**src/hdl/cliw_pkg.sv**
```systemverilog
// cliw_pkg: shared types and constants for the character lcd i2c writer
// holds the command queue entry, config struct, bus op codes and sequencer phases
// no dependencies
package cliw_pkg;

  localparam int unsigned QueueDepth = 2;

  // expander bit positions
  localparam logic [7:0] BitRs = 8'h01;
  localparam logic [7:0] BitEn = 8'h04;
  localparam logic [7:0] BitBl = 8'h08;

  // character codes
  localparam logic [7:0] ChClear     = 8'h0C;
  localparam logic [7:0] ChNewline   = 8'h0A;
  localparam logic [7:0] ChBackspace = 8'h08;

  // lcd commands
  localparam logic [7:0] CmdClear     = 8'h01;
  localparam logic [7:0] CmdShiftLeft = 8'h10;
  localparam logic [7:0] CmdDdram     = 8'h80;

  // ddram row bases
  localparam logic [7:0] RowBase2 = 8'h40;
  localparam logic [7:0] RowBase3 = 8'h14;
  localparam logic [7:0] RowBase4 = 8'h54;

  // reset values of the config registers
  localparam logic       RstBacklight = 1'b1;
  localparam logic [2:0] RstRows      = 3'd4;
  localparam logic [4:0] RstColumns   = 5'd20;
  localparam logic [7:0] RstSlaveAddr = 8'h4E;
  localparam logic [2:0] RstCurRow    = 3'd1;

  typedef enum logic [1:0] {
    REG_BACKLIGHT = 2'd0,
    REG_ROWS      = 2'd1,
    REG_COLUMNS   = 2'd2,
    REG_SLAVE     = 2'd3
  } reg_idx_t;

  typedef enum logic [1:0] {
    OP_START = 2'd0,
    OP_WRITE = 2'd1,
    OP_STOP  = 2'd2
  } bus_op_t;

  typedef enum logic [3:0] {
    PH_START,
    PH_ADDR,
    PH_HI0,
    PH_HI1,
    PH_HI2,
    PH_LO0,
    PH_LO1,
    PH_LO2,
    PH_STOP
  } phase_t;

  typedef struct packed {
    logic       backlight;
    logic [2:0] rows;
    logic [4:0] columns;
    logic [7:0] slave_addr;
  } cfg_t;

  // one lcd byte waiting to be sent
  typedef struct packed {
    logic [7:0] cmd_byte;
    logic       rs;
  } cmd_t;

  typedef struct packed {
    logic valid;
    logic full;
    cmd_t head;
  } q_status_t;

endpackage

```
**src/hdl/cliw_front.sv**
```systemverilog
// cliw_front: accepts input transactions, decodes them into one lcd byte each
// and tracks the current row; depends on cliw_pkg
module cliw_front (
  input  logic           clk,
  input  logic           rst_n,
  input  cliw_pkg::cfg_t cfg,
  input  logic           in_valid,
  input  logic           in_mode,
  input  logic [7:0]     in_character,
  input  logic [7:0]     in_column,
  input  logic [7:0]     in_row,
  input  logic           q_full,
  output logic           push,
  output cliw_pkg::cmd_t push_cmd
);
  import cliw_pkg::*;

  logic [2:0] cur_row_r, cur_row_nxt;
  logic [3:0] row_inc;
  logic [2:0] nl_row;
  logic [7:0] goto_col, goto_row;
  logic [2:0] row_clamp;
  logic [4:0] col_clamp;
  logic [7:0] row_base;
  logic [7:0] goto_byte;

  assign push = in_valid && !q_full;

  // newline wraps once past the row count
  always_comb begin
    row_inc = {1'b0, cur_row_r} + 4'd1;
    if (row_inc > {1'b0, cfg.rows}) begin
      nl_row = 3'd1;
    end else begin
      nl_row = row_inc[2:0];
    end
  end

  always_comb begin
    if (in_mode) begin
      goto_col = in_column;
      goto_row = in_row;
    end else begin
      goto_col = 8'd1;
      goto_row = {5'd0, nl_row};
    end
  end

  always_comb begin
    if (goto_row > {5'd0, cfg.rows}) begin
      row_clamp = cfg.rows;
    end else begin
      row_clamp = goto_row[2:0];
    end
    if (goto_col > {3'd0, cfg.columns}) begin
      col_clamp = cfg.columns;
    end else begin
      col_clamp = goto_col[4:0];
    end
    case (row_clamp)
      3'd2:    row_base = RowBase2;
      3'd3:    row_base = RowBase3;
      3'd4:    row_base = RowBase4;
      default: row_base = 8'h00;
    endcase
    // column zero lands one below the row base
    goto_byte = CmdDdram | (row_base + {3'd0, col_clamp} - 8'd1);
  end

  always_comb begin
    cur_row_nxt       = cur_row_r;
    push_cmd.cmd_byte = goto_byte;
    push_cmd.rs       = 1'b0;
    if (!in_mode) begin
      case (in_character)
        ChClear: begin
          push_cmd.cmd_byte = CmdClear;
          cur_row_nxt       = RstCurRow;
        end
        ChNewline: begin
          cur_row_nxt = nl_row;
        end
        ChBackspace: begin
          push_cmd.cmd_byte = CmdShiftLeft;
        end
        default: begin
          push_cmd.cmd_byte = in_character;
          push_cmd.rs       = 1'b1;
        end
      endcase
    end
  end

  always_ff @(posedge clk) begin
    if (!rst_n) begin
      cur_row_r <= RstCurRow;
    end else if (push) begin
      cur_row_r <= cur_row_nxt;
    end
  end

endmodule

```
**src/hdl/cliw_queue.sv**
```systemverilog
// cliw_queue: short fifo of decoded lcd bytes between front and back
// depends on cliw_pkg
module cliw_queue (
  input  logic                clk,
  input  logic                rst_n,
  input  logic                push,
  input  cliw_pkg::cmd_t      push_cmd,
  input  logic                pop,
  output cliw_pkg::q_status_t status
);
  import cliw_pkg::*;

  localparam int unsigned PtrW = (QueueDepth > 1) ? $clog2(QueueDepth) : 1;
  localparam int unsigned CntW = $clog2(QueueDepth + 1);

  cmd_t            entry_r [QueueDepth];
  logic [PtrW-1:0] wr_ptr_r, wr_ptr_nxt;
  logic [PtrW-1:0] rd_ptr_r, rd_ptr_nxt;
  logic [CntW-1:0] count_r, count_nxt;

  always_comb begin
    wr_ptr_nxt = wr_ptr_r;
    rd_ptr_nxt = rd_ptr_r;
    count_nxt  = count_r;
    if (push) begin
      wr_ptr_nxt = (wr_ptr_r == PtrW'(QueueDepth - 1)) ? '0 : wr_ptr_r + PtrW'(1);
    end
    if (pop) begin
      rd_ptr_nxt = (rd_ptr_r == PtrW'(QueueDepth - 1)) ? '0 : rd_ptr_r + PtrW'(1);
    end
    if (push && !pop) begin
      count_nxt = count_r + CntW'(1);
    end else if (pop && !push) begin
      count_nxt = count_r - CntW'(1);
    end
  end

  always_ff @(posedge clk) begin
    if (!rst_n) begin
      wr_ptr_r <= '0;
      rd_ptr_r <= '0;
      count_r  <= '0;
    end else begin
      wr_ptr_r <= wr_ptr_nxt;
      rd_ptr_r <= rd_ptr_nxt;
      count_r  <= count_nxt;
    end
  end

  always_ff @(posedge clk) begin
    if (push) begin
      entry_r[wr_ptr_r] <= push_cmd;
    end
  end

  assign status.valid = (count_r != '0);
  assign status.full  = (count_r == CntW'(QueueDepth));
  assign status.head  = entry_r[rd_ptr_r];

endmodule

```
**src/hdl/cliw_back.sv**
```systemverilog
// cliw_back: expands one lcd byte into nine i2c bus transactions
// sequencer plus output register; depends on cliw_pkg
module cliw_back (
  input  logic                clk,
  input  logic                rst_n,
  input  cliw_pkg::cfg_t      cfg,
  input  cliw_pkg::q_status_t q_status,
  output logic                pop,
  output logic                out_valid,
  input  logic                out_stall,
  output logic [1:0]          out_bus_op,
  output logic [7:0]          out_bus_byte,
  output logic                out_last
);
  import cliw_pkg::*;

  phase_t     phase_r, phase_nxt;
  logic       out_valid_r, out_valid_nxt;
  bus_op_t    op_r, op_nxt;
  logic [7:0] byte_r, byte_nxt;
  logic       last_r, last_nxt;
  logic       load;
  logic [7:0] nib_base_hi, nib_base_lo;

  // output register frees up when empty or being taken
  assign load = q_status.valid && (!out_valid_r || !out_stall);

  always_comb begin
    nib_base_hi = {q_status.head.cmd_byte[7:4], 4'd0} | (cfg.backlight ? BitBl : 8'h00)
                  | (q_status.head.rs ? BitRs : 8'h00);
    nib_base_lo = {q_status.head.cmd_byte[3:0], 4'd0} | (cfg.backlight ? BitBl : 8'h00)
                  | (q_status.head.rs ? BitRs : 8'h00);
  end

  always_comb begin
    phase_nxt     = phase_r;
    out_valid_nxt = out_valid_r;
    op_nxt        = op_r;
    byte_nxt      = byte_r;
    last_nxt      = last_r;
    pop           = 1'b0;
    if (load) begin
      out_valid_nxt = 1'b1;
      op_nxt        = OP_WRITE;
      last_nxt      = 1'b0;
      byte_nxt      = 8'h00;
      case (phase_r)
        PH_START: begin
          op_nxt    = OP_START;
          phase_nxt = PH_ADDR;
        end
        PH_ADDR: begin
          byte_nxt  = cfg.slave_addr;
          phase_nxt = PH_HI0;
        end
        PH_HI0: begin
          byte_nxt  = nib_base_hi;
          phase_nxt = PH_HI1;
        end
        PH_HI1: begin
          byte_nxt  = nib_base_hi | BitEn;
          phase_nxt = PH_HI2;
        end
        PH_HI2: begin
          byte_nxt  = nib_base_hi;
          phase_nxt = PH_LO0;
        end
        PH_LO0: begin
          byte_nxt  = nib_base_lo;
          phase_nxt = PH_LO1;
        end
        PH_LO1: begin
          byte_nxt  = nib_base_lo | BitEn;
          phase_nxt = PH_LO2;
        end
        PH_LO2: begin
          byte_nxt  = nib_base_lo;
          phase_nxt = PH_STOP;
        end
        PH_STOP: begin
          op_nxt    = OP_STOP;
          last_nxt  = 1'b1;
          pop       = 1'b1;
          phase_nxt = PH_START;
        end
        default: begin
          phase_nxt = PH_START;
        end
      endcase
    end else if (!out_stall) begin
      out_valid_nxt = 1'b0;
    end
  end

  always_ff @(posedge clk) begin
    if (!rst_n) begin
      phase_r     <= PH_START;
      out_valid_r <= 1'b0;
    end else begin
      phase_r     <= phase_nxt;
      out_valid_r <= out_valid_nxt;
    end
  end

  always_ff @(posedge clk) begin
    op_r   <= op_nxt;
    byte_r <= byte_nxt;
    last_r <= last_nxt;
  end

  assign out_valid    = out_valid_r;
  assign out_bus_op   = op_r;
  assign out_bus_byte = byte_r;
  assign out_last     = last_r;

  a_last_is_stop: assert property (@(posedge clk) disable iff (!rst_n)
    (out_valid_r && last_r) |-> (op_r == OP_STOP))
    else $error("last flag on a transaction that is not a stop");

  a_pop_at_stop: assert property (@(posedge clk) disable iff (!rst_n)
    pop |-> (phase_r == PH_STOP && q_status.valid))
    else $error("queue popped before the stop transaction");

  a_start_first: assert property (@(posedge clk) disable iff (!rst_n)
    (load && phase_r == PH_START) |=> (out_valid_r && op_r == OP_START && byte_r == 8'h00))
    else $error("sequence did not open with a start");

endmodule

```
**src/hdl/character_lcd_i2c_writer.sv**
```systemverilog
// character_lcd_i2c_writer: top level, config registers plus front, queue and back
// depends on cliw_pkg, cliw_front, cliw_queue, cliw_back
//
//   port group | direction | transaction
//   in_*       | input     | one character or goto request (mode, character, column, row)
//   out_*      | output    | one i2c bus step (bus_op, bus_byte, last)
//   cfg_*      | input     | register write (index, data), no read-back
//
// every input causes nine output transactions, one per cycle unless out_stall holds them;
// the back sequencer finishes all nine for one input before it starts on the next
// the front decodes an input in the cycle it is accepted; a 2-entry queue lets it
// take new input while the back is stalled or busy
// the first output is loaded into the back's output register after the queue holds the item
// rst_n is synchronous: config returns to its defaults, current row to 1, queue empties
module character_lcd_i2c_writer (
  input  logic       clk,
  input  logic       rst_n,
  input  logic       in_valid,
  output logic       in_stall,
  input  logic       in_mode,
  input  logic [7:0] in_character,
  input  logic [7:0] in_column,
  input  logic [7:0] in_row,
  output logic       out_valid,
  input  logic       out_stall,
  output logic [1:0] out_bus_op,
  output logic [7:0] out_bus_byte,
  output logic       out_last,
  input  logic       cfg_we,
  input  logic [1:0] cfg_index,
  input  logic [7:0] cfg_wdata
);
  import cliw_pkg::*;

  cfg_t      cfg_r;
  q_status_t q_status;
  logic      push;
  cmd_t      push_cmd;
  logic      pop;

  always_ff @(posedge clk) begin
    if (!rst_n) begin
      cfg_r.backlight  <= RstBacklight;
      cfg_r.rows       <= RstRows;
      cfg_r.columns    <= RstColumns;
      cfg_r.slave_addr <= RstSlaveAddr;
    end else if (cfg_we) begin
      case (reg_idx_t'(cfg_index))
        REG_BACKLIGHT: cfg_r.backlight  <= cfg_wdata[0];
        REG_ROWS:      cfg_r.rows       <= cfg_wdata[2:0];
        REG_COLUMNS:   cfg_r.columns    <= cfg_wdata[4:0];
        REG_SLAVE:     cfg_r.slave_addr <= cfg_wdata;
        default: begin
        end
      endcase
    end
  end

  assign in_stall = q_status.full;

  cliw_front u_front (
    .clk          (clk),
    .rst_n        (rst_n),
    .cfg          (cfg_r),
    .in_valid     (in_valid),
    .in_mode      (in_mode),
    .in_character (in_character),
    .in_column    (in_column),
    .in_row       (in_row),
    .q_full       (q_status.full),
    .push         (push),
    .push_cmd     (push_cmd)
  );

  cliw_queue u_queue (
    .clk      (clk),
    .rst_n    (rst_n),
    .push     (push),
    .push_cmd (push_cmd),
    .pop      (pop),
    .status   (q_status)
  );

  cliw_back u_back (
    .clk          (clk),
    .rst_n        (rst_n),
    .cfg          (cfg_r),
    .q_status     (q_status),
    .pop          (pop),
    .out_valid    (out_valid),
    .out_stall    (out_stall),
    .out_bus_op   (out_bus_op),
    .out_bus_byte (out_bus_byte),
    .out_last     (out_last)
  );

endmodule

```
**config.mk**
```make
export PLATFORM = sky130hd
export DESIGN_NAME = character_lcd_i2c_writer
export DESIGN_NICKNAME = d
export VERILOG_FILES = /design/src/hdl/cliw_pkg.sv /design/src/hdl/cliw_front.sv /design/src/hdl/cliw_queue.sv /design/src/hdl/cliw_back.sv /design/src/hdl/character_lcd_i2c_writer.sv
export SDC_FILE = /design/constraint.sdc
export NUM_CORES = 1
export LEC_CHECK = 0
export BUFFER_PORTS_ARGS = -buffer_cell sky130_fd_sc_hd__buf_2
export CORE_UTILIZATION = 51
export DETAILED_ROUTE_END_ITERATION = 8
export GPL_ROUTABILITY_DRIVEN = 0
export PLACE_DENSITY = 0.74
export SYNTH_ARGS = -nofsm -noshare
export SYNTH_HDL_FRONTEND = slang
export SYNTH_SLANG_ARGS = --single-unit
export TNS_END_PERCENT = 100
```
**constraint.sdc**
```tcl
create_clock -name clk -period 4.9 [get_ports clk]
set_clock_uncertainty 0.2 [all_clocks]
set_input_delay 0.735 -clock clk [delete_from_list [all_inputs] [get_ports clk]]
set_output_delay 0.735 -clock clk [all_outputs]
set_load 0.01 [all_outputs]
```
==> impl_metrics.tcl <==
set metrics [dict create \
    status "complete, no violations" \
    clock_power_share_pct 28.6 \
    regArea_um2 1450 \
    cts.sinks 58 \
    cts_tree "done" \
    grt_max_degree 31 \
    drtPass1Iterations 4 \
    fill_cells 509 \
    slew_headroom_pct 49.0 \
    grt_first_pass_wirelength_mm 12.2 \
    slew_viol_final 0 \
    drc_errors 0 \
    hold_path.class "flop to flop" \
    peakVddDrop_uv 229 \
    finalCriticalPeriod_ps 4790 \
    nets 480 \
    fmax_mhz 209 \
    vias 2837 \
    routed_wl_mm 7.71 \
    cp_max_fo 6 \
    final-hold-violation-count 0 \
    area_delta_synth_final_pct 22.7 \
    grtUsageTotal_pct 22.1 \
    synth_common_cells "39 x nand2_1, 30 x dfxtp_1, 28 x edfxtp_1" \
    yosys_warnings 0 \
    yosysUniqueCellTypes 48 \
    tns_ps 0 \
    multiInputGateArea_um2 1900 \
    cts_buffers 9 \
    r2r-end "u_queue.entry_r[1][7]" \
    preCtsSetupSlack_ps -212 \
    combPwrFrac_pct 26.6 \
    yosysMostFrequentCell "nand2_1" \
    drv_cap 0 \
    crit_start "u_front.cur_row_r[1]" \
    seqPwrFrac_pct 44.8 \
    ys_seq_elements 58 \
    setup_viol 0 \
    n_antenna_cell 0 \
    worstPathArrival_ps 4740 \
    portBuffers 52 \
    cp-endpoint "u_queue.entry_r[1][7]" \
    fin_ws_ps 114 \
    dpl.hpwl_mm 5.29 \
    p_leak_uw 0.00176 \
    rows 29 \
    cp-end-kind "flop" \
    powerDensity_nw_per_um2 338 \
    swShare_pct 29.6 \
    synth.top_cell.area_share_pct 25.0 \
    clock_tree.root_cell "clkbuf_8" \
    gr-total-overflow 0 \
    timing_worst_slew_pin_value_ps 763 \
    grt_pass1_vias 2585 \
    drive_gt1_share_pct 27.8 \
    start_util_pct 53.0 \
    post-route-period-util_pct 97.7 \
    p_int_uw 981 \
    antenna_found_initial 0 \
    die_w_um 83.2 \
    avgSynthCellArea_um2 9.53 \
    p_switching_uw 412 \
    async_reset_ff_share_pct 0 \
    syn_nets 413 \
    r2r-start "u_front.cur_row_r[1]" \
    yosysSeqAreaShare_pct 42.9 \
    hold_depth 2 \
    critPathLaunchType "flop" \
    required_ps 4850 \
    syn_area_um2 3360 \
    synth_area_leaders "edfxtp_1 25%, dfxtp_1 18%, ha_1 7.1%, mux2i_1 4.8%, nand2_1 4.4%" \
    rrSetupSlack_ps 110 \
    avgViaCountPerCell 5.65 \
    core_um2 6350 \
    ctsLongestPathBuffers 2 \
    syn-instance-count 353 \
    synthFlopType "dfxtp_1" \
    crit_type "flop to flop" \
    ant_nets 0 \
    clk_pin_slew_ps 60 \
    fp.dieArea_um2 6920 \
    die_h_um 83.2 \
    wl_per_cell_um 15.4 \
    synth_edf_count 28 \
    cts_max_level 3 \
    io_pins 53 \
    drt_iter0_markers 130 \
    clk_latency_ps 330 \
    yosys.area.top_type "edfxtp_1" \
    r2r.worst_path.cells 25 \
]
==> layout make-up <==
class | count | share of cell area, %
clock buffers | 14 | 4.21
clock inverters | 2 | 0.212
inverters | 25 | 2.27
multi-input cells | 254 | 46.0
flip-flops and latches | 58 | 35.0
well taps | 77 | 2.33
repair buffers | 72 | 9.95
==> sequential cells by signal (all words and copies together), names as in the netlist, named ones only <==
name,cells
u_back.out_valid,1
u_back.out_last,1
u_back.out_bus_byte,8
u_queue.entry_r,18
u_queue.rd_ptr_r,1
u_queue.wr_ptr_r,1
cfg_r,17
u_back.phase_r,4
u_front.cur_row_r,3
u_queue.count_r,2
u_back.out_bus_op,1
==> per-stage QoR <==
step | std cells | util [%] | hold slack, ps | power [uW] | cell area [um2]
6_report | 502 | 65.0 | 270 | 1390 | 4130
5_1_grt | 502 | 65.0 | 289 | 1470 | 4130
4_1_cts | 493 | 62.5 | 274 | 1370 | 3970
3_5_place_dp | 475 | 58.8 | 257 | 967 | 3730
3_3_place_gp | 475 | 58.8 | 244 | 955 | 3730
2_1_floorplan | 353 | - | 232 | 867 | 3370
==> cell families (layout without fill, tap and decap cells) <==
family	Yosys count	count (layout)	share of synthesized area, %
and+or+nand+nor	119	119	18.1
AOI/OAI and AO/OA	83	83	17.0
DFF	58	58	42.9
buffers and inverters	41	113	4.69
muxes	23	23	7.11
adders and majority gates	20	20	7.66
xor gates and xnor gates	9	9	2.57
==> worst min path at each step <==
stage                  start  slack (ps)        to
finish              cfg_r[1]         270  cfg_r[1]
global route        cfg_r[7]         290  cfg_r[7]
CTS                 cfg_r[1]         270  cfg_r[1]
detailed placement  cfg_r[1]         260  cfg_r[1]
global placement    cfg_r[1]         240  cfg_r[1]
floorplan           cfg_r[1]         230  cfg_r[1]
==> layer usage <==
metal  vias up  part of all wire, %  global-route usage (%)
met5         -                    0                       0
met4         0                  2.7                    7.37
met3        18                  4.0                    5.27
met2        87                   49                    37.6
met1      1331                   44                    27.4
li1       1401                    -                       -
==> timing repair <==
| item | CTS | global route |
|---|---|---|
| pin swaps | 3 | 20 |
| resized for setup | 9 | 19 |
| hold buffers | 0 | 0 |
| gates cloned | 0 | 0 |
| setup buffers | 2 | 9 |
| setup endpoints to repair | 6 | 6 |
==> cell usage in the layout (no fill, tap or decap), types with 9 or more instances in the layout <==
cell	netlist	routed
nand2_1	39	39
mux2i_1	16	15
and2_1	10	10
buf_2	0	52
nor2b_1	12	12
clkbuf_8	0	10
o21ai_0	15	10
a22o_1	11	11
edfxtp_1	28	28
dfxtp_1	30	27
buf_4	1	20
inv_1	25	24
nor2_1	17	15
ha_1	19	16
a21oi_1	16	13
nand3_1	10	9
==> power groups by stage <==
stage	sequential, uW	clock (uW)	combinational, uW
after detailed placement	634	0	334
after global placement	632	0	323
final	624	399	371
after CTS	624	399	346
after global routing	632	423	410
after floorplan	619	0	248
==> worst max-delay path, cell delays in order, from the launching register on <==
cell,delay (ps)
dfxtp_2,330
ha_4,180
xnor2_4,170
inv_2,60
ha_4,220
nand3_2,70
o21ai_2,90
o21ai_2,200
o21ai_1,100
ha_1,340
nand3b_1,110
a32oi_2,350
or3_1,180
o311a_4,190
nand2_1,70
o22a_2,260
ha_4,270
inv_1,40
ha_1,260
a21o_1,170
a21oi_2,150
nand2b_4,140
nand3b_1,110
nor2_2,150
nand2_1,80
o211ai_1,110
No activity file was read; power rests on OpenSTA's default activity.
